**src/rtl/cct_pkg.sv**
```systemverilog
`timescale 1ns / 1ps
// Shared types, constants and helper functions of the character class tokenizer.
// Depends on nothing; the design files other than cct_if use it by scoped names, and the testbench imports it.
package cct_pkg;

    // Token buffer geometry.
    localparam int MAX_TOKEN_LEN = 32;
    localparam int LEN_W         = $clog2(MAX_TOKEN_LEN + 1);
    localparam int ADDR_W        = (MAX_TOKEN_LEN > 1) ? $clog2(MAX_TOKEN_LEN) : 1;

    // Reset contents of the class masks: brackets ( ) [ ] { } and a default operator set.
    localparam logic [63:0] BRACKET_LO_RESET  = 64'd3298534883328;
    localparam logic [63:0] BRACKET_HI_RESET  = 64'd2882303762188206080;
    localparam logic [63:0] OPERATOR_LO_RESET = 64'd8070640069154701312;
    localparam logic [63:0] OPERATOR_HI_RESET = 64'd5764607524107976704;

    // Character codes used by the classifier.
    localparam logic [7:0] CHAR_UNDERSCORE = 8'h5F;
    localparam logic [7:0] CHAR_SEMI       = 8'h3B;
    localparam logic [7:0] CHAR_SPACE      = 8'h20;
    localparam logic [7:0] CHAR_NEWLINE    = 8'h0A;
    localparam logic [7:0] CHAR_TAB        = 8'h09;
    localparam logic [7:0] CHAR_ZERO       = 8'h30;
    localparam logic [7:0] CHAR_NINE       = 8'h39;
    localparam logic [7:0] CHAR_UPPER_A    = 8'h41;
    localparam logic [7:0] CHAR_UPPER_Z    = 8'h5A;
    localparam logic [7:0] CHAR_LOWER_A    = 8'h61;
    localparam logic [7:0] CHAR_LOWER_Z    = 8'h7A;

    // Lexer mode: which kind of token is open.
    typedef enum logic [1:0] {
        MODE_NORMAL = 2'd0,
        MODE_IDENT  = 2'd1,
        MODE_NUMBER = 2'd2,
        MODE_OPER   = 2'd3
    } mode_t;

    // Kind of an emitted token.
    typedef enum logic [2:0] {
        KIND_IDENT   = 3'd0,
        KIND_NUMBER  = 3'd1,
        KIND_OPER    = 3'd2,
        KIND_BRACKET = 3'd3,
        KIND_SEMI    = 3'd4
    } kind_t;

    // Configuration register indexes.
    typedef enum logic [1:0] {
        REG_BRACKET_LO  = 2'd0,
        REG_BRACKET_HI  = 2'd1,
        REG_OPERATOR_LO = 2'd2,
        REG_OPERATOR_HI = 2'd3
    } cfg_index_t;

    // Classification of one character against the open token.
    typedef struct packed {
        logic  is_bracket;
        logic  is_semi;
        mode_t new_mode;
    } char_class_t;

    // Access request to the token store.
    typedef struct packed {
        logic              wr_en;
        logic [ADDR_W-1:0] wr_addr;
        logic [7:0]        wr_data;
        logic              rd_en;
        logic [ADDR_W-1:0] rd_addr;
    } mem_req_t;

    // Token kind that belongs to an open mode.
    function automatic kind_t mode_kind(input mode_t mode);
        kind_t kind;
        unique case (mode)
            MODE_IDENT:  kind = KIND_IDENT;
            MODE_NUMBER: kind = KIND_NUMBER;
            MODE_OPER:   kind = KIND_OPER;
            default:     kind = KIND_IDENT;
        endcase
        return kind;
    endfunction

endpackage

```
**src/rtl/cct_if.sv**
```systemverilog
`timescale 1ns / 1ps
// Valid/ready channel interfaces for characters in and token bytes out.
// Depends on nothing but the fixed field widths of the block.
interface cct_char_if;
    logic       valid;
    logic       ready;
    logic [7:0] char_code;
    logic       end_of_text;

    modport source (output valid, output char_code, output end_of_text, input ready);
    modport sink   (input valid, input char_code, input end_of_text, output ready);
endinterface

interface cct_token_if;
    logic       valid;
    logic       ready;
    logic [2:0] token_kind;
    logic [7:0] token_byte;
    logic       token_last;
    logic       token_truncated;

    modport source (output valid, output token_kind, output token_byte,
                    output token_last, output token_truncated, input ready);
    modport sink   (input valid, input token_kind, input token_byte,
                    input token_last, input token_truncated, output ready);
endinterface

```
**src/rtl/cct_token_store.sv**
```systemverilog
`timescale 1ns / 1ps
// Byte store that buffers the open token; one write and one registered read port.
// Depends on cct_pkg for its geometry and request type.
module cct_token_store
(
    input  logic              clk,
    input  cct_pkg::mem_req_t req,
    output logic [7:0]        rd_data
);

    logic [7:0] mem [cct_pkg::MAX_TOKEN_LEN];
    logic [7:0] rd_data_reg;

    // Write port.
    always_ff @(posedge clk)
    begin
        if (req.wr_en)
        begin
            mem[req.wr_addr] <= req.wr_data;
        end
    end

    // Read port; the data holds until the next read.
    always_ff @(posedge clk)
    begin
        if (req.rd_en)
        begin
            rd_data_reg <= mem[req.rd_addr];
        end
    end

    assign rd_data = rd_data_reg;

endmodule

```
**src/rtl/cct_classifier.sv**
```systemverilog
`timescale 1ns / 1ps
// Configuration masks and the character classifier of the tokenizer.
// Depends on cct_pkg for reset values, character codes and the class type.
module cct_classifier
(
    input  logic                   clk,
    input  logic                   rst_n,
    input  logic                   cfg_wr_en,
    input  logic [1:0]             cfg_index,
    input  logic [63:0]            cfg_data,
    input  logic [7:0]             char_code,
    input  cct_pkg::mode_t         lex_mode,
    output cct_pkg::char_class_t   cls
);

    logic [63:0] bracket_lo_reg;
    logic [63:0] bracket_hi_reg;
    logic [63:0] operator_lo_reg;
    logic [63:0] operator_hi_reg;

    logic [127:0] bracket_mask;
    logic [127:0] operator_mask;
    logic         in_bracket;
    logic         in_operator;
    logic         is_digit;
    logic         is_alpha;

    // Mask registers, written through the configuration port.
    always_ff @(posedge clk or negedge rst_n)
    begin
        if (!rst_n)
        begin
            bracket_lo_reg  <= cct_pkg::BRACKET_LO_RESET;
            bracket_hi_reg  <= cct_pkg::BRACKET_HI_RESET;
            operator_lo_reg <= cct_pkg::OPERATOR_LO_RESET;
            operator_hi_reg <= cct_pkg::OPERATOR_HI_RESET;
        end
        else if (cfg_wr_en)
        begin
            unique case (cfg_index)
                cct_pkg::REG_BRACKET_LO:  bracket_lo_reg  <= cfg_data;
                cct_pkg::REG_BRACKET_HI:  bracket_hi_reg  <= cfg_data;
                cct_pkg::REG_OPERATOR_LO: operator_lo_reg <= cfg_data;
                cct_pkg::REG_OPERATOR_HI: operator_hi_reg <= cfg_data;
                default:                  bracket_lo_reg  <= bracket_lo_reg;
            endcase
        end
    end

    // Mask lookups; high bytes are in no set.
    assign bracket_mask  = {bracket_hi_reg, bracket_lo_reg};
    assign operator_mask = {operator_hi_reg, operator_lo_reg};
    assign in_bracket    = !char_code[7] && bracket_mask[char_code[6:0]];
    assign in_operator   = !char_code[7] && operator_mask[char_code[6:0]];

    assign is_digit = (char_code >= cct_pkg::CHAR_ZERO) && (char_code <= cct_pkg::CHAR_NINE);
    assign is_alpha = ((char_code >= cct_pkg::CHAR_UPPER_A) &&
                       (char_code <= cct_pkg::CHAR_UPPER_Z)) ||
                      ((char_code >= cct_pkg::CHAR_LOWER_A) &&
                       (char_code <= cct_pkg::CHAR_LOWER_Z));

    // Class decision, first match wins. An unclassified character keeps the mode.
    always_comb
    begin
        cls.is_bracket = 1'b0;
        cls.is_semi    = 1'b0;
        cls.new_mode   = lex_mode;
        priority if (in_bracket)
        begin
            cls.is_bracket = 1'b1;
            cls.new_mode   = cct_pkg::MODE_NORMAL;
        end
        else if (is_digit && (lex_mode != cct_pkg::MODE_IDENT))
        begin
            cls.new_mode = cct_pkg::MODE_NUMBER;
        end
        else if (is_alpha || is_digit || (char_code == cct_pkg::CHAR_UNDERSCORE))
        begin
            cls.new_mode = cct_pkg::MODE_IDENT;
        end
        else if (in_operator)
        begin
            cls.new_mode = cct_pkg::MODE_OPER;
        end
        else if (char_code == cct_pkg::CHAR_SEMI)
        begin
            cls.is_semi  = 1'b1;
            cls.new_mode = cct_pkg::MODE_NORMAL;
        end
        else if ((char_code == cct_pkg::CHAR_SPACE) || (char_code == cct_pkg::CHAR_NEWLINE) ||
                 (char_code == cct_pkg::CHAR_TAB))
        begin
            cls.new_mode = cct_pkg::MODE_NORMAL;
        end
        else
        begin
            cls.new_mode = lex_mode;
        end
    end

endmodule

```
**src/rtl/cct_sequencer.sv**
```systemverilog
`timescale 1ns / 1ps
// Control sequencer: accepts characters, appends to the token store, replays it on a
// flush and drives the output register. Depends on cct_pkg and the channel interfaces.
module cct_sequencer
(
    input  logic                   clk,
    input  logic                   rst_n,
    cct_char_if.sink               char_in,
    cct_token_if.source            token_out,
    input  cct_pkg::char_class_t   cls,
    output cct_pkg::mode_t         lex_mode,
    output cct_pkg::mem_req_t      mem_req,
    input  logic [7:0]             rd_data
);

    typedef enum logic [2:0] {
        S_IDLE,
        S_FIRST_RD,
        S_STREAM,
        S_APPEND,
        S_SINGLE
    } state_t;

    localparam logic [cct_pkg::LEN_W-1:0] MAX_LEN = cct_pkg::LEN_W'(cct_pkg::MAX_TOKEN_LEN);

    state_t                     state_reg,     state_next;
    cct_pkg::mode_t             lex_mode_reg,  lex_mode_next;
    logic [cct_pkg::LEN_W-1:0]  len_reg,       len_next;
    logic                       ovf_reg,       ovf_next;
    logic [cct_pkg::LEN_W-1:0]  idx_reg,       idx_next;
    logic                       phase_reg,     phase_next;
    logic [7:0]                 char_reg,      char_next;
    logic                       eot_reg,       eot_next;
    logic                       br_reg,        br_next;
    logic                       semi_reg,      semi_next;
    cct_pkg::mode_t             new_mode_reg,  new_mode_next;
    logic                       out_valid_reg, out_valid_next;
    cct_pkg::kind_t             out_kind_reg,  out_kind_next;
    logic [7:0]                 out_byte_reg,  out_byte_next;
    logic                       out_last_reg,  out_last_next;
    logic                       out_trunc_reg, out_trunc_next;

    logic                       slot_free;
    logic                       accept;
    logic                       flush_first;
    logic                       appending;
    logic                       last_byte;
    logic [cct_pkg::LEN_W-1:0]  idx_inc;
    logic [7:0]                 a_char;
    logic                       a_br;
    logic                       a_semi;
    logic                       a_eot;
    cct_pkg::mode_t             a_mode;

    assign slot_free   = !out_valid_reg || token_out.ready;
    assign accept      = (state_reg == S_IDLE) && char_in.valid;
    assign flush_first = (cls.is_bracket || cls.is_semi || (cls.new_mode != lex_mode_reg)) &&
                         (lex_mode_reg != cct_pkg::MODE_NORMAL);
    assign appending   = (accept && !flush_first) || (state_reg == S_APPEND);
    assign idx_inc     = idx_reg + 1'b1;
    assign last_byte   = (idx_inc == len_reg);

    // The append step works on the live item in idle and on the held item after a flush.
    assign a_char = (state_reg == S_APPEND) ? char_reg     : char_in.char_code;
    assign a_br   = (state_reg == S_APPEND) ? br_reg       : cls.is_bracket;
    assign a_semi = (state_reg == S_APPEND) ? semi_reg     : cls.is_semi;
    assign a_eot  = (state_reg == S_APPEND) ? eot_reg      : char_in.end_of_text;
    assign a_mode = (state_reg == S_APPEND) ? new_mode_reg : cls.new_mode;

    // Next-state logic of the sequencer and the output register.
    always_comb
    begin
        state_next     = state_reg;
        lex_mode_next  = lex_mode_reg;
        len_next       = len_reg;
        ovf_next       = ovf_reg;
        idx_next       = idx_reg;
        phase_next     = phase_reg;
        char_next      = char_reg;
        eot_next       = eot_reg;
        br_next        = br_reg;
        semi_next      = semi_reg;
        new_mode_next  = new_mode_reg;
        out_valid_next = out_valid_reg;
        out_kind_next  = out_kind_reg;
        out_byte_next  = out_byte_reg;
        out_last_next  = out_last_reg;
        out_trunc_next = out_trunc_reg;
        mem_req        = '0;

        // A transaction on the output frees the register.
        if (out_valid_reg && token_out.ready)
        begin
            out_valid_next = 1'b0;
        end

        unique case (state_reg)
            S_IDLE:
            begin
                if (accept)
                begin
                    char_next     = char_in.char_code;
                    eot_next      = char_in.end_of_text;
                    br_next       = cls.is_bracket;
                    semi_next     = cls.is_semi;
                    new_mode_next = cls.new_mode;
                    if (flush_first)
                    begin
                        phase_next = 1'b0;
                        idx_next   = '0;
                        state_next = S_FIRST_RD;
                    end
                end
            end
            S_FIRST_RD:
            begin
                mem_req.rd_en   = 1'b1;
                mem_req.rd_addr = idx_reg[cct_pkg::ADDR_W-1:0];
                state_next      = S_STREAM;
            end
            S_STREAM:
            begin
                // One buffered byte per cycle while the output register has room.
                if (slot_free)
                begin
                    out_valid_next = 1'b1;
                    out_kind_next  = cct_pkg::mode_kind(lex_mode_reg);
                    out_byte_next  = rd_data;
                    out_last_next  = last_byte;
                    out_trunc_next = ovf_reg;
                    if (last_byte)
                    begin
                        len_next = '0;
                        ovf_next = 1'b0;
                        if (phase_reg)
                        begin
                            lex_mode_next = cct_pkg::MODE_NORMAL;
                            state_next    = S_IDLE;
                        end
                        else
                        begin
                            state_next = S_APPEND;
                        end
                    end
                    else
                    begin
                        idx_next        = idx_inc;
                        mem_req.rd_en   = 1'b1;
                        mem_req.rd_addr = idx_inc[cct_pkg::ADDR_W-1:0];
                    end
                end
            end
            S_APPEND:
            begin
                state_next = state_reg;
            end
            S_SINGLE:
            begin
                // Brackets and semicolons leave as one-byte tokens.
                if (slot_free)
                begin
                    out_valid_next = 1'b1;
                    out_kind_next  = br_reg ? cct_pkg::KIND_BRACKET : cct_pkg::KIND_SEMI;
                    out_byte_next  = br_reg ? char_reg : cct_pkg::CHAR_SEMI;
                    out_last_next  = 1'b1;
                    out_trunc_next = 1'b0;
                    state_next     = S_IDLE;
                end
            end
            default:
            begin
                state_next = S_IDLE;
            end
        endcase

        // Append the character to the open token, then decide what follows.
        if (appending)
        begin
            lex_mode_next = a_mode;
            if (a_mode != cct_pkg::MODE_NORMAL)
            begin
                if (len_reg < MAX_LEN)
                begin
                    mem_req.wr_en   = 1'b1;
                    mem_req.wr_addr = len_reg[cct_pkg::ADDR_W-1:0];
                    mem_req.wr_data = a_char;
                    len_next        = len_reg + 1'b1;
                end
                else
                begin
                    ovf_next = 1'b1;
                end
            end
            if (a_br || a_semi)
            begin
                state_next = S_SINGLE;
            end
            else if (a_eot && (a_mode != cct_pkg::MODE_NORMAL))
            begin
                phase_next = 1'b1;
                idx_next   = '0;
                state_next = S_FIRST_RD;
            end
            else
            begin
                state_next = S_IDLE;
            end
        end
    end

    // State, token bookkeeping and output register.
    always_ff @(posedge clk or negedge rst_n)
    begin
        if (!rst_n)
        begin
            state_reg     <= S_IDLE;
            lex_mode_reg  <= cct_pkg::MODE_NORMAL;
            len_reg       <= '0;
            ovf_reg       <= 1'b0;
            idx_reg       <= '0;
            phase_reg     <= 1'b0;
            out_valid_reg <= 1'b0;
        end
        else
        begin
            state_reg     <= state_next;
            lex_mode_reg  <= lex_mode_next;
            len_reg       <= len_next;
            ovf_reg       <= ovf_next;
            idx_reg       <= idx_next;
            phase_reg     <= phase_next;
            out_valid_reg <= out_valid_next;
        end
    end

    // Held item and output payload.
    always_ff @(posedge clk)
    begin
        char_reg      <= char_next;
        eot_reg       <= eot_next;
        br_reg        <= br_next;
        semi_reg      <= semi_next;
        new_mode_reg  <= new_mode_next;
        out_kind_reg  <= out_kind_next;
        out_byte_reg  <= out_byte_next;
        out_last_reg  <= out_last_next;
        out_trunc_reg <= out_trunc_next;
    end

    assign char_in.ready             = (state_reg == S_IDLE);
    assign lex_mode                  = lex_mode_reg;
    assign token_out.valid           = out_valid_reg;
    assign token_out.token_kind      = out_kind_reg;
    assign token_out.token_byte      = out_byte_reg;
    assign token_out.token_last      = out_last_reg;
    assign token_out.token_truncated = out_trunc_reg;

    // The fill count never passes the buffer size.
    assert property (@(posedge clk) disable iff (!rst_n) len_reg <= MAX_LEN)
        else $error("token length beyond buffer size");

    // A dropped byte is only possible with a full buffer.
    assert property (@(posedge clk) disable iff (!rst_n) ovf_reg |-> (len_reg == MAX_LEN))
        else $error("overflow flag set with room left in the buffer");

    // A replay only runs over an open, non-empty token.
    assert property (@(posedge clk) disable iff (!rst_n)
        ((state_reg == S_FIRST_RD) || (state_reg == S_STREAM)) |->
        ((lex_mode_reg != cct_pkg::MODE_NORMAL) && (len_reg != '0)))
        else $error("replay started without an open token");

    // Sending the final byte of a replay empties the buffer.
    assert property (@(posedge clk) disable iff (!rst_n)
        ((state_reg == S_STREAM) && slot_free && last_byte) |=>
        ((len_reg == '0) && !ovf_reg))
        else $error("buffer not cleared after a flush");

    // One-byte tokens are complete and never truncated.
    assert property (@(posedge clk) disable iff (!rst_n)
        (out_valid_reg && ((out_kind_reg == cct_pkg::KIND_BRACKET) ||
                           (out_kind_reg == cct_pkg::KIND_SEMI))) |->
        (out_last_reg && !out_trunc_reg))
        else $error("bracket or semicolon token with wrong markers");

endmodule

```
**src/rtl/char_class_tokenizer.sv**
```systemverilog
`timescale 1ns / 1ps
// Top level of the character class tokenizer.
// Depends on cct_pkg, cct_if, cct_token_store, cct_classifier and cct_sequencer.
//
// Usage:
//   char_in carries one character per transaction with end_of_text on the last one of a
//   string. token_out carries one token byte per transaction with its kind, a last
//   marker and a truncation flag. The cfg port writes the bracket and operator masks
//   (index 0..3, 64 bits each) while the block is idle.
// Sequence:
//   A character that extends or starts a token without closing one is appended as it
//   is accepted. A character that closes an open token of N bytes is accepted, then one
//   store read is issued, then the bytes leave one per cycle from the registered read
//   port of the token store while the output register has room, then the character is
//   appended. A bracket or semicolon then leaves as its own token; end_of_text on an
//   open token adds a replay of it. The store has one read and one write port.
// Reset:
//   rst_n clears the mode, fill count and overflow flag and loads the default masks.
//   The token store itself is not cleared; only written entries are ever read.
// Stall:
//   The output register holds while token_out.ready is low and the replay waits; a
//   finished result can wait there while the next character is taken.
module char_class_tokenizer
(
    input  logic        clk,
    input  logic        rst_n,
    cct_char_if.sink    char_in,
    cct_token_if.source token_out,
    input  logic        cfg_wr_en,
    input  logic [1:0]  cfg_index,
    input  logic [63:0] cfg_data
);

    cct_pkg::char_class_t cls;
    cct_pkg::mode_t       lex_mode;
    cct_pkg::mem_req_t    mem_req;
    logic [7:0]           rd_data;

    // Masks and classification of the incoming character.
    cct_classifier u_classifier
    (
        .clk       (clk),
        .rst_n     (rst_n),
        .cfg_wr_en (cfg_wr_en),
        .cfg_index (cfg_index),
        .cfg_data  (cfg_data),
        .char_code (char_in.char_code),
        .lex_mode  (lex_mode),
        .cls       (cls)
    );

    // Control and output register.
    cct_sequencer u_sequencer
    (
        .clk       (clk),
        .rst_n     (rst_n),
        .char_in   (char_in),
        .token_out (token_out),
        .cls       (cls),
        .lex_mode  (lex_mode),
        .mem_req   (mem_req),
        .rd_data   (rd_data)
    );

    // Open token buffer.
    cct_token_store u_token_store
    (
        .clk     (clk),
        .req     (mem_req),
        .rd_data (rd_data)
    );

endmodule

```
**src/flat_wrapper.sv**
```systemverilog
// flat-port wrapper written by rule: the top's interface ports become plain ports
module char_class_tokenizer_flat 
  (clk, rst_n, cfg_wr_en, cfg_index, cfg_data, char_in_valid, char_in_char_code, char_in_end_of_text, char_in_ready, token_out_valid, token_out_token_kind, token_out_token_byte, token_out_token_last, token_out_token_truncated, token_out_ready);
  cct_char_if char_in_i ();
  cct_token_if token_out_i ();
  input  logic clk;
  input  logic rst_n;
  input  logic cfg_wr_en;
  input  logic [1:0] cfg_index;
  input  logic [63:0] cfg_data;
  input wire logic [$bits(char_in_i.valid)-1:0] char_in_valid;
  input wire logic [$bits(char_in_i.char_code)-1:0] char_in_char_code;
  input wire logic [$bits(char_in_i.end_of_text)-1:0] char_in_end_of_text;
  output wire logic [$bits(char_in_i.ready)-1:0] char_in_ready;
  output wire logic [$bits(token_out_i.valid)-1:0] token_out_valid;
  output wire logic [$bits(token_out_i.token_kind)-1:0] token_out_token_kind;
  output wire logic [$bits(token_out_i.token_byte)-1:0] token_out_token_byte;
  output wire logic [$bits(token_out_i.token_last)-1:0] token_out_token_last;
  output wire logic [$bits(token_out_i.token_truncated)-1:0] token_out_token_truncated;
  input wire logic [$bits(token_out_i.ready)-1:0] token_out_ready;
  assign char_in_i.valid = char_in_valid;
  assign char_in_i.char_code = char_in_char_code;
  assign char_in_i.end_of_text = char_in_end_of_text;
  assign char_in_ready = char_in_i.ready;
  assign token_out_valid = token_out_i.valid;
  assign token_out_token_kind = token_out_i.token_kind;
  assign token_out_token_byte = token_out_i.token_byte;
  assign token_out_token_last = token_out_i.token_last;
  assign token_out_token_truncated = token_out_i.token_truncated;
  assign token_out_i.ready = token_out_ready;
  char_class_tokenizer u_core (.clk(clk), .rst_n(rst_n), .char_in(char_in_i), .token_out(token_out_i), .cfg_wr_en(cfg_wr_en), .cfg_index(cfg_index), .cfg_data(cfg_data));
endmodule
```
**config.mk**
```make
export PLATFORM = sky130hd
export DESIGN_NAME = char_class_tokenizer_flat
export DESIGN_NICKNAME = d
export VERILOG_FILES = /design/src/rtl/cct_pkg.sv /design/src/rtl/cct_if.sv /design/src/rtl/cct_token_store.sv /design/src/rtl/cct_classifier.sv /design/src/rtl/cct_sequencer.sv /design/src/rtl/char_class_tokenizer.sv /design/src/flat_wrapper.sv
export SDC_FILE = /design/constraint.sdc
export NUM_CORES = 1
export LEC_CHECK = 0
export BUFFER_PORTS_ARGS = -buffer_cell sky130_fd_sc_hd__buf_2
export CAP_MARGIN = 0
export CORE_MARGIN = 8
export CORE_UTILIZATION = 45
export DETAILED_ROUTE_END_ITERATION = 8
export PLACE_DENSITY = 0.62
export SLEW_MARGIN = 20
export SYNTH_ARGS = -nofsm -noshare
export SYNTH_HDL_FRONTEND = slang
export SYNTH_HIERARCHICAL = 1
export SYNTH_SLANG_ARGS = --single-unit
```
**constraint.sdc**
```tcl
create_clock -name clk -period 14.9 [get_ports clk]
set_input_delay 0.745 -clock clk [delete_from_list [all_inputs] [get_ports clk]]
set_output_delay 0.745 -clock clk [all_outputs]
set_load 0.005 [all_outputs]
```
==> results.tsv, run 1 <==
stage	metric	value	unit
clock_network	cts_setup_buffers	0	
worst_setup_path	r2r-start	u_core/u_classifier/operator_lo_reg[50]	
detailed_routing	firstDrtPassIters	5	
timing	fmax	154	MHz
finish	top_register	u_core/u_token_store/mem	
clock_network	cts_max_path_buffers	3	
die	initial_core_util	45.6	%
worst_setup_path	cpPeakStageDelay	750	ps
finish	fin_util	51.4	%
detailed_routing	drc	0	
worst_setup_path	crit_path_end_kind	register	
finish	syn2layout_area_growth	12.8	%
yosys	postSynthCellCount	1442	
yosys	synth_fp_nets	1525	
clock_network	cts_root_buf	clkbuf_16	
clock_network	clock_sinks	566	
clock_network	ctsResizeCount	0	
timing	min_period_over_period	43.6	%
clock_network	cts_made_buffers	58	
yosys	synthesis.area	0.0245	mm²
yosys	ys_seq_area_share	63.8	%
timing	fin_crit	6500	ps
worst_setup_path	ff2ff_path_depth	14	
clock_network	insertion_delay	610	ps
clock_network	path_clk_slew	60	ps
detailed_routing	drt_iter0_markers	1081	
die	fp-row-count	85	
detailed_routing	vias	13100	
placed_design	routabilityCongestion	0.833	
timing	worst_pin_slew	1030	ps
timing	worst_hold_slack	-5.80	ps
yosys	synth_xor_area_share	0.286	%
power	peakVddDrop	0.0954	mV
timing	rsz0062_at_grt	false	
yosys	synth_top_area_share	35.5	%
timing	skew	18.9	ps
yosys	syn-mean-instance-area	17.0	µm²
grt	grtUsageTotal	17.9	%
yosys	synth_top_cell_by_area	edfxtp_1	
timing	fin_setup_tns	0	ps
die	fp.dieH	249	µm
timing	slew_violations	0	
die	die_x	249	µm
detailed_routing	drt_wl_total	56000	µm
run_status	violations	hold timing	
die	io_pins	95	
placed_design	port_buffers	94	
die	coreArea	0.0538	mm²
worst_setup_path	arrival	6740	ps
flow_run	maxCapViolations	0	
timing	max_slew_margin	31.1	%
grt	grt_pass1_wl	86600	µm
yosys	synth.area.top_cells	edfxtp_1, dfrtp_1, mux4_2	
power	p_total	4.55	mW
yosys	async_flop_share	48.8	%
hold_path	hold_path.class	in2async	
detailed_routing	antenna_left	0	
worst_setup_path	crit_fanout	54	
yosys	ys_types	76	
yosys	yosys_most_used_dff	edfxtp_1	
worst_setup_path	crit_path_top_delay_cell	buf_4	
power	p_per_area	164	mW/mm²
detailed_routing	detail_route.vias_per_cell	5.77	
yosys	synth-compound-area-share	3.33	%
yosys	synth_fa_ha_area_share	0.153	%
grt	antenna_found_initial	7	
finish	drive_gt1_share	26.3	%
yosys	ys_seq_elements	566	
grt	overflow	0	
die	die-area	0.0622	mm²
finish	largest_reg_flops	256	
yosys	synthMuxAreaShare	25.9	%
yosys	synth-edff-count	290	
yosys	synth-simple-area-share	4.31	%
clock_network	htree_num_levels	2	
timing	finalHoldViolCount	3	
worst_setup_path	crit_chain	buf_4 > buf_4 > mux4_2 > o211ai_2 > a21oi_1 > o41ai_2 > nand4_1 > nor4b_1 > nor2_1 > o211a_1 > o221a_2 > o21ai_4 > clkinv_4 > and2_1 > or3b_2 > nor2_1	
grt	grt_max_degree	126	
detailed_routing	wl_per_cell	24.6	µm
placed_design	dp_cells	2157	
worst_setup_path	r2r_end	u_core/u_token_store/mem[11][2]	
worst_setup_path	start_kind	input port	
worst_setup_path	critical_path_required	15140	ps
finish	layout.cells.non_filler	2273	
timing	setup_viol	0	
worst_setup_path	critPathKind	in2reg	
placed_design	hpwlAfterDp	36700	µm
clock_network	cts_tree	yes	
yosys	synth_warnings	6	
power	leakage	10.2	nW
grt	grt_pass1_vias	13800	
clock_network	cts_hold_buf	0	
worst_setup_path	r2r_setup_slack	9180	ps
finish	layout.nets	1606	
yosys	synth_top_family_by_area	multiplexers	
run_status	status	finished with violations	
==> stage by stage <==
stage                     setup slack, ps  cell area (µm²)
after floorplan                      9640            24500
after global placement               7910            25700
after detailed placement             7750            25700
after CTS                            8430            27600
after global routing                 7900            27700
final                                8400            27700
==> per-layer routing <==
layer  vias to the layer above  wire length, µm  track usage [%]
li1                       5792                -                -
met1                      6905            23800             23.8
met2                       342            28300             30.6
met3                        81             2680             3.10
met4                         6             1190             4.58
met5                         -               37                0
==> power by group <==
part	switching, mW	internal [mW]	total [mW]
Sequential	0.114	1.93	2.04
Combinational	0.576	0.482	1.06
Clock	0.597	0.851	1.45
Total	1.29	3.26	4.55
==> Yosys cell counts, types with 3 or more instances <==
master,n
clkbuf_1,44
nand4_1,4
inv_1,20
buf_2,16
a21oi_1,28
nand2b_1,10
o21ai_0,6
o22ai_1,10
inv_2,4
ha_1,3
buf_1,7
mux2i_1,16
and3_1,6
mux4_2,140
or3b_2,3
nor3b_1,3
nor3_1,9
or3_1,5
o21ai_1,4
edfxtp_1,290
nor2_1,62
nor4_1,5
buf_6,8
mux2_2,14
buf_4,11
xor2_1,3
a21o_1,4
dfstp_2,19
nand3_1,23
nand3b_1,9
dfrtp_1,257
a31o_2,3
xnor2_1,5
nor2b_1,8
o211ai_1,6
a32oi_1,3
a22o_1,7
a31oi_1,10
nand2_1,61
mux2_1,252
==> worst max path at each step <==
stage	startpoint	to	cells after the start
global route	char_in_char_code[0]	u_core/u_token_store/mem[9][6]	17
CTS	char_in_char_code[0]	u_core/u_token_store/mem[11][2]	17
finish	char_in_char_code[1]	u_core/u_token_store/mem[11][2]	16
global placement	char_in_char_code[0]	u_core/u_token_store/mem[8][4]	17
floorplan	char_in_char_code[1]	u_core/u_token_store/mem[10][0]	16
detailed placement	char_in_char_code[0]	u_core/u_token_store/mem[11][6]	17
==> final cells by class <==
class,count,area [µm²]
sequential,566,15600
fill,4424,26100
inverter,26,103
clock buffer,81,1670
multi-input combinational,764,8480
tap,696,871
antenna,4,10.0
clock inverter,29,278
timing repair buffer,107,616
==> critical path: cells and delay by family <==
kind / cells / cell delay, ps
AO/OA/AOI/OAI: 6 / 1660
AND/OR/NAND/NOR: 6 / 2490
buffers and inverters: 3 / 1170
multiplexers: 1 / 620
==> cells by family after synthesis <==
logic type                 after synthesis
muxes                                  424
and+or+nand+nor                        218
DFF                                    566
xor gates and xnor gates                 8
adders and majority gates                3
AOI/OAI and AO/OA                      111
buffers and inverters                  112
==> cells in the final DEF, fill, tap and decap left out, types with 14 or more instances in the layout <==
| cell type | instances |
|---|---|
| mux2i_1 | 16 |
| inv_1 | 20 |
| dfrtp_1 | 257 |
| mux4_2 | 140 |
| nand3_1 | 22 |
| mux2_1 | 252 |
| dfstp_2 | 19 |
| edfxtp_1 | 290 |
| a21oi_1 | 20 |
| nand2_1 | 61 |
| nor2_1 | 62 |
| clkbuf_16 | 58 |
| buf_2 | 91 |
| mux2_2 | 14 |
Note: power is estimated with default switching activity, not from simulation.
==> run 2: changes to the inputs <==
Clock period 14.9 ns to 6.5 ns, I/O delays scaled along.
==> run 2 against run 1 <==
  * Via count increased by 2.6%
  * Sequential share of layout area decreased by 1.5 points
  * Clock power increased by 130%
  * Hold slack improved by 22 ps
  * Critical path type unchanged
  * Clock skew increased by 13 ps
  * Sequential power increased by 130%
  * Utilization increased by 1.4 points
  * Final cell count increased by 3.7%
  * Highest routed layer is now met4
  * Final area increased by 2.7%
  * The run now ends clean
  * Non-clock buffer count increased by 88
  * Largest cell class unchanged
==> results.tsv, run 2 (synthesized netlist as in run 1, its figures left out) <==
stage	metric	value	unit
timing	max_slew_margin	28.8	%
timing	fin_setup_tns	0	ps
die	fp.dieH	249	µm
grt	overflow	0	
detailed_routing	antenna_left	0	
power	p_sw	2.98	mW
power	switching_share	28.2	%
power	p_per_area	373	mW/mm²
worst_setup_path	crit_path_top_delay_cell	nor2_1	
timing	finalHoldViolCount	0	
power	intPower	7.60	mW
grt	grt_max_degree	128	
timing	setup_viol	0	
clock_network	cts_setup_buffers	0	
worst_setup_path	crit_fanout	27	
power	power_frac_clock	32.1	%
clock_network	insertion_delay	620	ps
grt	antenna_found_initial	5	
worst_setup_path	critical_path_required	6740	ps
die	initial_core_util	45.6	%
worst_setup_path	r2r_setup_slack	1080	ps
finish	syn2layout_area_growth	15.8	%
power	p_comb_share	23.7	%
finish	top_register	u_core/u_token_store/mem	
die	fp-row-count	85	
timing	fin_crit	5460	ps
detailed_routing	drc	0	
detailed_routing	detail_route.vias_per_cell	5.71	
finish	fin_util	52.8	%
clock_network	htree_num_levels	2	
flow_run	maxCapViolations	0	
timing	slew_violations	0	
power	power_frac_seq	44.2	%
finish	drive_gt1_share	26.4	%
worst_setup_path	crit_chain	buf_2 > buf_4 > mux4_2 > inv_2 > o22ai_1 > o41ai_2 > nand4_1 > and3b_1 > o31a_1 > or4b_1 > a21oi_2 > o221a_2 > o21ai_4 > clkinv_4 > and2_1 > or3b_2 > nor2_1	
grt	grtUsageTotal	18.8	%
clock_network	ctsResizeCount	0	
hold_path	hold_path.class	in2reg	
die	coreArea	0.0538	mm²
worst_setup_path	start_kind	input port	
timing	min_period_over_period	84.0	%
clock_network	cts_hold_buf	53	
worst_setup_path	cpPeakStageDelay	650	ps
timing	skew	32.4	ps
detailed_routing	firstDrtPassIters	5	
clock_network	cts_made_buffers	57	
worst_setup_path	crit_path_end_kind	register	
placed_design	routabilityCongestion	0.795	
finish	largest_reg_flops	256	
clock_network	clock_sinks	566	
grt	grt_pass1_wl	91000	µm
detailed_routing	drt_iter0_markers	868	
detailed_routing	wl_per_cell	24.7	µm
power	leakage	10.6	nW
timing	worst_pin_slew	1070	ps
worst_setup_path	arrival	5700	ps
clock_network	cts_tree	yes	
die	die-area	0.0622	mm²
power	peakVddDrop	0.226	mV
die	io_pins	95	
clock_network	cts_max_path_buffers	3	
clock_network	path_clk_slew	60	ps
grt	grt_pass1_vias	14600	
worst_setup_path	critPathKind	in2reg	
placed_design	hpwlAfterDp	39000	µm
detailed_routing	drt_wl_total	58200	µm
finish	layout_commonest_cell	edfxtp_1	
detailed_routing	vias	13500	
finish	layout_common_cells	edfxtp_1, dfrtp_1, mux2_1	
placed_design	port_buffers	94	
timing	fmax	183	MHz
run_status	status	completed	
die	die_x	249	µm
clock_network	cts_root_buf	clkbuf_16	
timing	rsz0062_at_grt	false	
finish	layout.nets	1693	
-- run 2: changes by cell type in the layout (fill, tap and decap cells not counted), sizes merged --
cell / previous run / this run
dlygate4sd3: 0 / 53
clkinv: 22 / 17
clkbuf: 81 / 83
bufinv: 4 / 7
clkinvlp: 3 / 0
buf: 107 / 142
-- run 2: stage by stage --
stage	hold slack [ps]	area (µm²)	power (mW)	cells	setup slack, ps
after floorplan	29.4	24500	6.39	1442	1660
after global placement	462	25900	7.18	2192	545
after detailed placement	473	25900	7.24	2192	472
after CTS	5.98	28400	10.7	2352	1110
after global routing	10.2	28400	11.1	2356	737
final	16.0	28400	10.6	2358	1040
-- run 2: power groups by stage --
stage                     registers, mW  logic [mW]  clock network [mW]
after floorplan                    4.63        1.76                   0
after global placement             4.74        2.44                   0
after detailed placement           4.75        2.49                   0
after CTS                          4.69        2.52                3.47
after global routing               4.74        2.70                3.61
final                              4.69        2.51                3.40
-- run 2: cell type report --
type | instances | area (µm²)
flip-flops and latches | 566 | 15600
clock buffers | 83 | 1630
well taps | 696 | 871
diodes | 4 | 10.0
repair buffers | 195 | 1420
multi-input cells | 764 | 8420
fillers | 4364 | 25400
inverters | 26 | 103
clock inverters | 24 | 322
-- run 2: worst max-delay path: cells and delay by family --
kind,cells,cell delay (ps)
compound gates,6,1200
simple gates,6,2510
mux,1,400
buf+inv,4,1240
-- run 2: path summary, 6_finish.rpt --
path / depth (start not counted) / start / endpoint
setup / recovery: 17 / char_in_char_code[3] / u_core/u_token_store/mem[19][4]
max in group asynchronous: 3 / rst_n / u_core/u_classifier/bracket_lo_reg[34]
setup reg to reg: 15 / u_core/u_classifier/operator_lo_reg[58] / u_core/u_token_store/mem[19][4]
min in group asynchronous: 2 / rst_n / u_core/u_classifier/operator_hi_reg[28]
hold reg to reg: 1 / u_core/u_classifier/bracket_lo_reg[14] / u_core/u_classifier/bracket_lo_reg[14]
hold / removal: 2 / cfg_data[26] / u_core/u_classifier/bracket_hi_reg[26]
-- run 2: routing by layer --
layer	global-route usage (%)	wire length [µm]	vias up
li1	-	-	5953
met2	32.0	29200	315
met5	0	0	-
met1	24.5	24600	7091
met3	2.87	2570	107
met4	6.44	1810	0
==> run 3: changes to the inputs <==
Clock period 6.5 ns to 5.39 ns, I/O delays scaled along.
==> run 3 against run 2 <==
  * Clock-buffer cell count up 6
  * Clock power rose by 26%
  * Register-to-register slack got worse by 620 ps
  * Final cell count up 1.8%
  * Power increased by 23%
  * Sequential power increased by 21%
  * Via count increased by 1.9%
  * Sequential share of layout area down 1.0 points
  * Largest power group unchanged
==> results.tsv, run 3 (synthesized netlist as in run 1, its figures left out) <==
stage	metric	value	unit
clock_network	insertion_delay	630	ps
clock_network	cts_tree	yes	
finish	layout_commonest_cell	edfxtp_1	
power	peakVddDrop	0.284	mV
detailed_routing	drc	0	
clock_network	path_clk_slew	60	ps
die	coreArea	0.0538	mm²
clock_network	htree_num_levels	2	
timing	worst_hold_slack	66.0	ps
worst_setup_path	crit_path_end_kind	register	
worst_setup_path	crit_fanout	11	
detailed_routing	antenna_left	0	
flow_run	maxCapViolations	0	
detailed_routing	detail_route.vias_per_cell	5.72	
worst_setup_path	arrival	5260	ps
clock_network	cts_hold_buf	68	
grt	grt_pass1_wl	90100	µm
clock_network	cts_root_buf	clkbuf_16	
worst_setup_path	critPathKind	reg2reg	
placed_design	routabilityCongestion	0.878	
die	fp.dieH	249	µm
clock_network	cts_max_path_buffers	3	
clock_network	cts_made_buffers	59	
detailed_routing	drt_iter0_markers	964	
die	fp-row-count	85	
grt	antenna_found_initial	3	
grt	grtUsageTotal	18.7	%
worst_setup_path	start_kind	register	
timing	skew	18.2	ps
grt	grt_max_degree	125	
run_status	status	completed	
clock_network	clock_sinks	566	
hold_path	hold_path.class	in2reg	
grt	overflow	0	
finish	top_register	u_core/u_token_store/mem	
die	initial_core_util	45.6	%
placed_design	port_buffers	94	
clock_network	cts_setup_buffers	0	
finish	drive_gt1_share	27.7	%
timing	fmax	203	MHz
finish	largest_reg_flops	256	
finish	layout_common_cells	edfxtp_1, dfrtp_1, mux2_1	
timing	rsz0062_at_grt	false	
detailed_routing	firstDrtPassIters	5	
power	p_per_area	449	mW/mm²
placed_design	hpwlAfterDp	39600	µm
detailed_routing	vias	13700	
worst_setup_path	critical_path_required	5720	ps
finish	layout.nets	1738	
die	die-area	0.0622	mm²
detailed_routing	drt_wl_total	58800	µm
finish	syn2layout_area_growth	18.0	%
timing	max_slew_margin	28.7	%
timing	slew_violations	0	
clock_network	ctsResizeCount	0	
timing	fin_setup_tns	0	ps
die	io_pins	95	
timing	min_period_over_period	91.4	%
timing	worst_pin_slew	1070	ps
grt	grt_pass1_vias	14500	
die	die_x	249	µm
timing	fin_crit	4930	ps
detailed_routing	wl_per_cell	24.5	µm
power	leakage	10.9	nW
timing	finalHoldViolCount	0	
power	p_total	13.0	mW
timing	setup_viol	0	
-- run 3: changes by cell type in the layout (fill, tap and decap cells not counted), sizes merged --
| cell | change |
|---|---|
| buf | +28 |
| clkbuf | +6 |
| clkinv | -3 |
| clkinvlp | +1 |
| diode | -3 |
| dlygate4sd3 | +15 |
| inv | -1 |
-- run 3: path summary, 6_finish.rpt --
path	cells past startpoint	startpoint	slack, ps	end
min in group asynchronous	2	rst_n	280	u_core/u_classifier/operator_hi_reg[27]
hold / removal	1	char_in_char_code[6]	70	u_core/u_sequencer/char_reg[6]
setup reg to reg	16	u_core/u_classifier/operator_lo_reg[26]	460	u_core/u_token_store/mem[17][5]
setup / recovery	16	u_core/u_classifier/operator_lo_reg[26]	460	u_core/u_token_store/mem[17][5]
max in group asynchronous	3	rst_n	3820	u_core/u_classifier/bracket_lo_reg[38]
hold reg to reg	1	u_core/u_classifier/bracket_lo_reg[27]	480	u_core/u_classifier/bracket_lo_reg[27]
-- run 3: critical path, stage by stage (launching register included) --
cell      delay, ps
dfrtp_1         410
mux4_2          470
o21ai_1         180
o21ai_0         170
o41ai_2         310
nand4_1         260
and3b_1         250
o31a_1          290
or4b_1          550
a21oi_2         170
o221a_2         240
o21ai_4          90
clkinv_4        100
and2_1          280
or3b_2          530
nor2_1          130
buf_4           190
-- run 3: per-stage QoR --
stage	setup slack, ps	std cells	utilization (%)	cell area, µm²
6_report	464	2401	53.8	28900
5_1_grt	219	2401	53.8	28900
4_1_cts	491	2400	53.8	28900
3_5_place_dp	193	2222	48.6	26100
3_3_place_gp	275	2222	48.6	26100
2_1_floorplan	603	1442	-	24500
-- run 3: final cells by class --
type                    instances  area [µm²]
fillers                      4322       24900
flip-flops and latches        566       15600
multi-input cells             764        8420
repair buffers                238        1800
clock buffers                  89        1760
well taps                     696         871
clock inverters                21         349
inverters                      26         103
diodes                          1        2.50
-- run 3: metal layers --
layer,track usage [%],share of wire [%],vias to the layer above
li1,-,-,6044
met3,2.86,4.6,77
met2,32.4,51,357
met1,24.5,42,7245
met4,5.27,2.3,4
met5,0,0.039,-
-- run 3: power breakdown --
part | internal [mW] | switching (mW)
clock network | 2.60 | 1.69
logic | 1.44 | 1.60
registers | 5.32 | 0.341
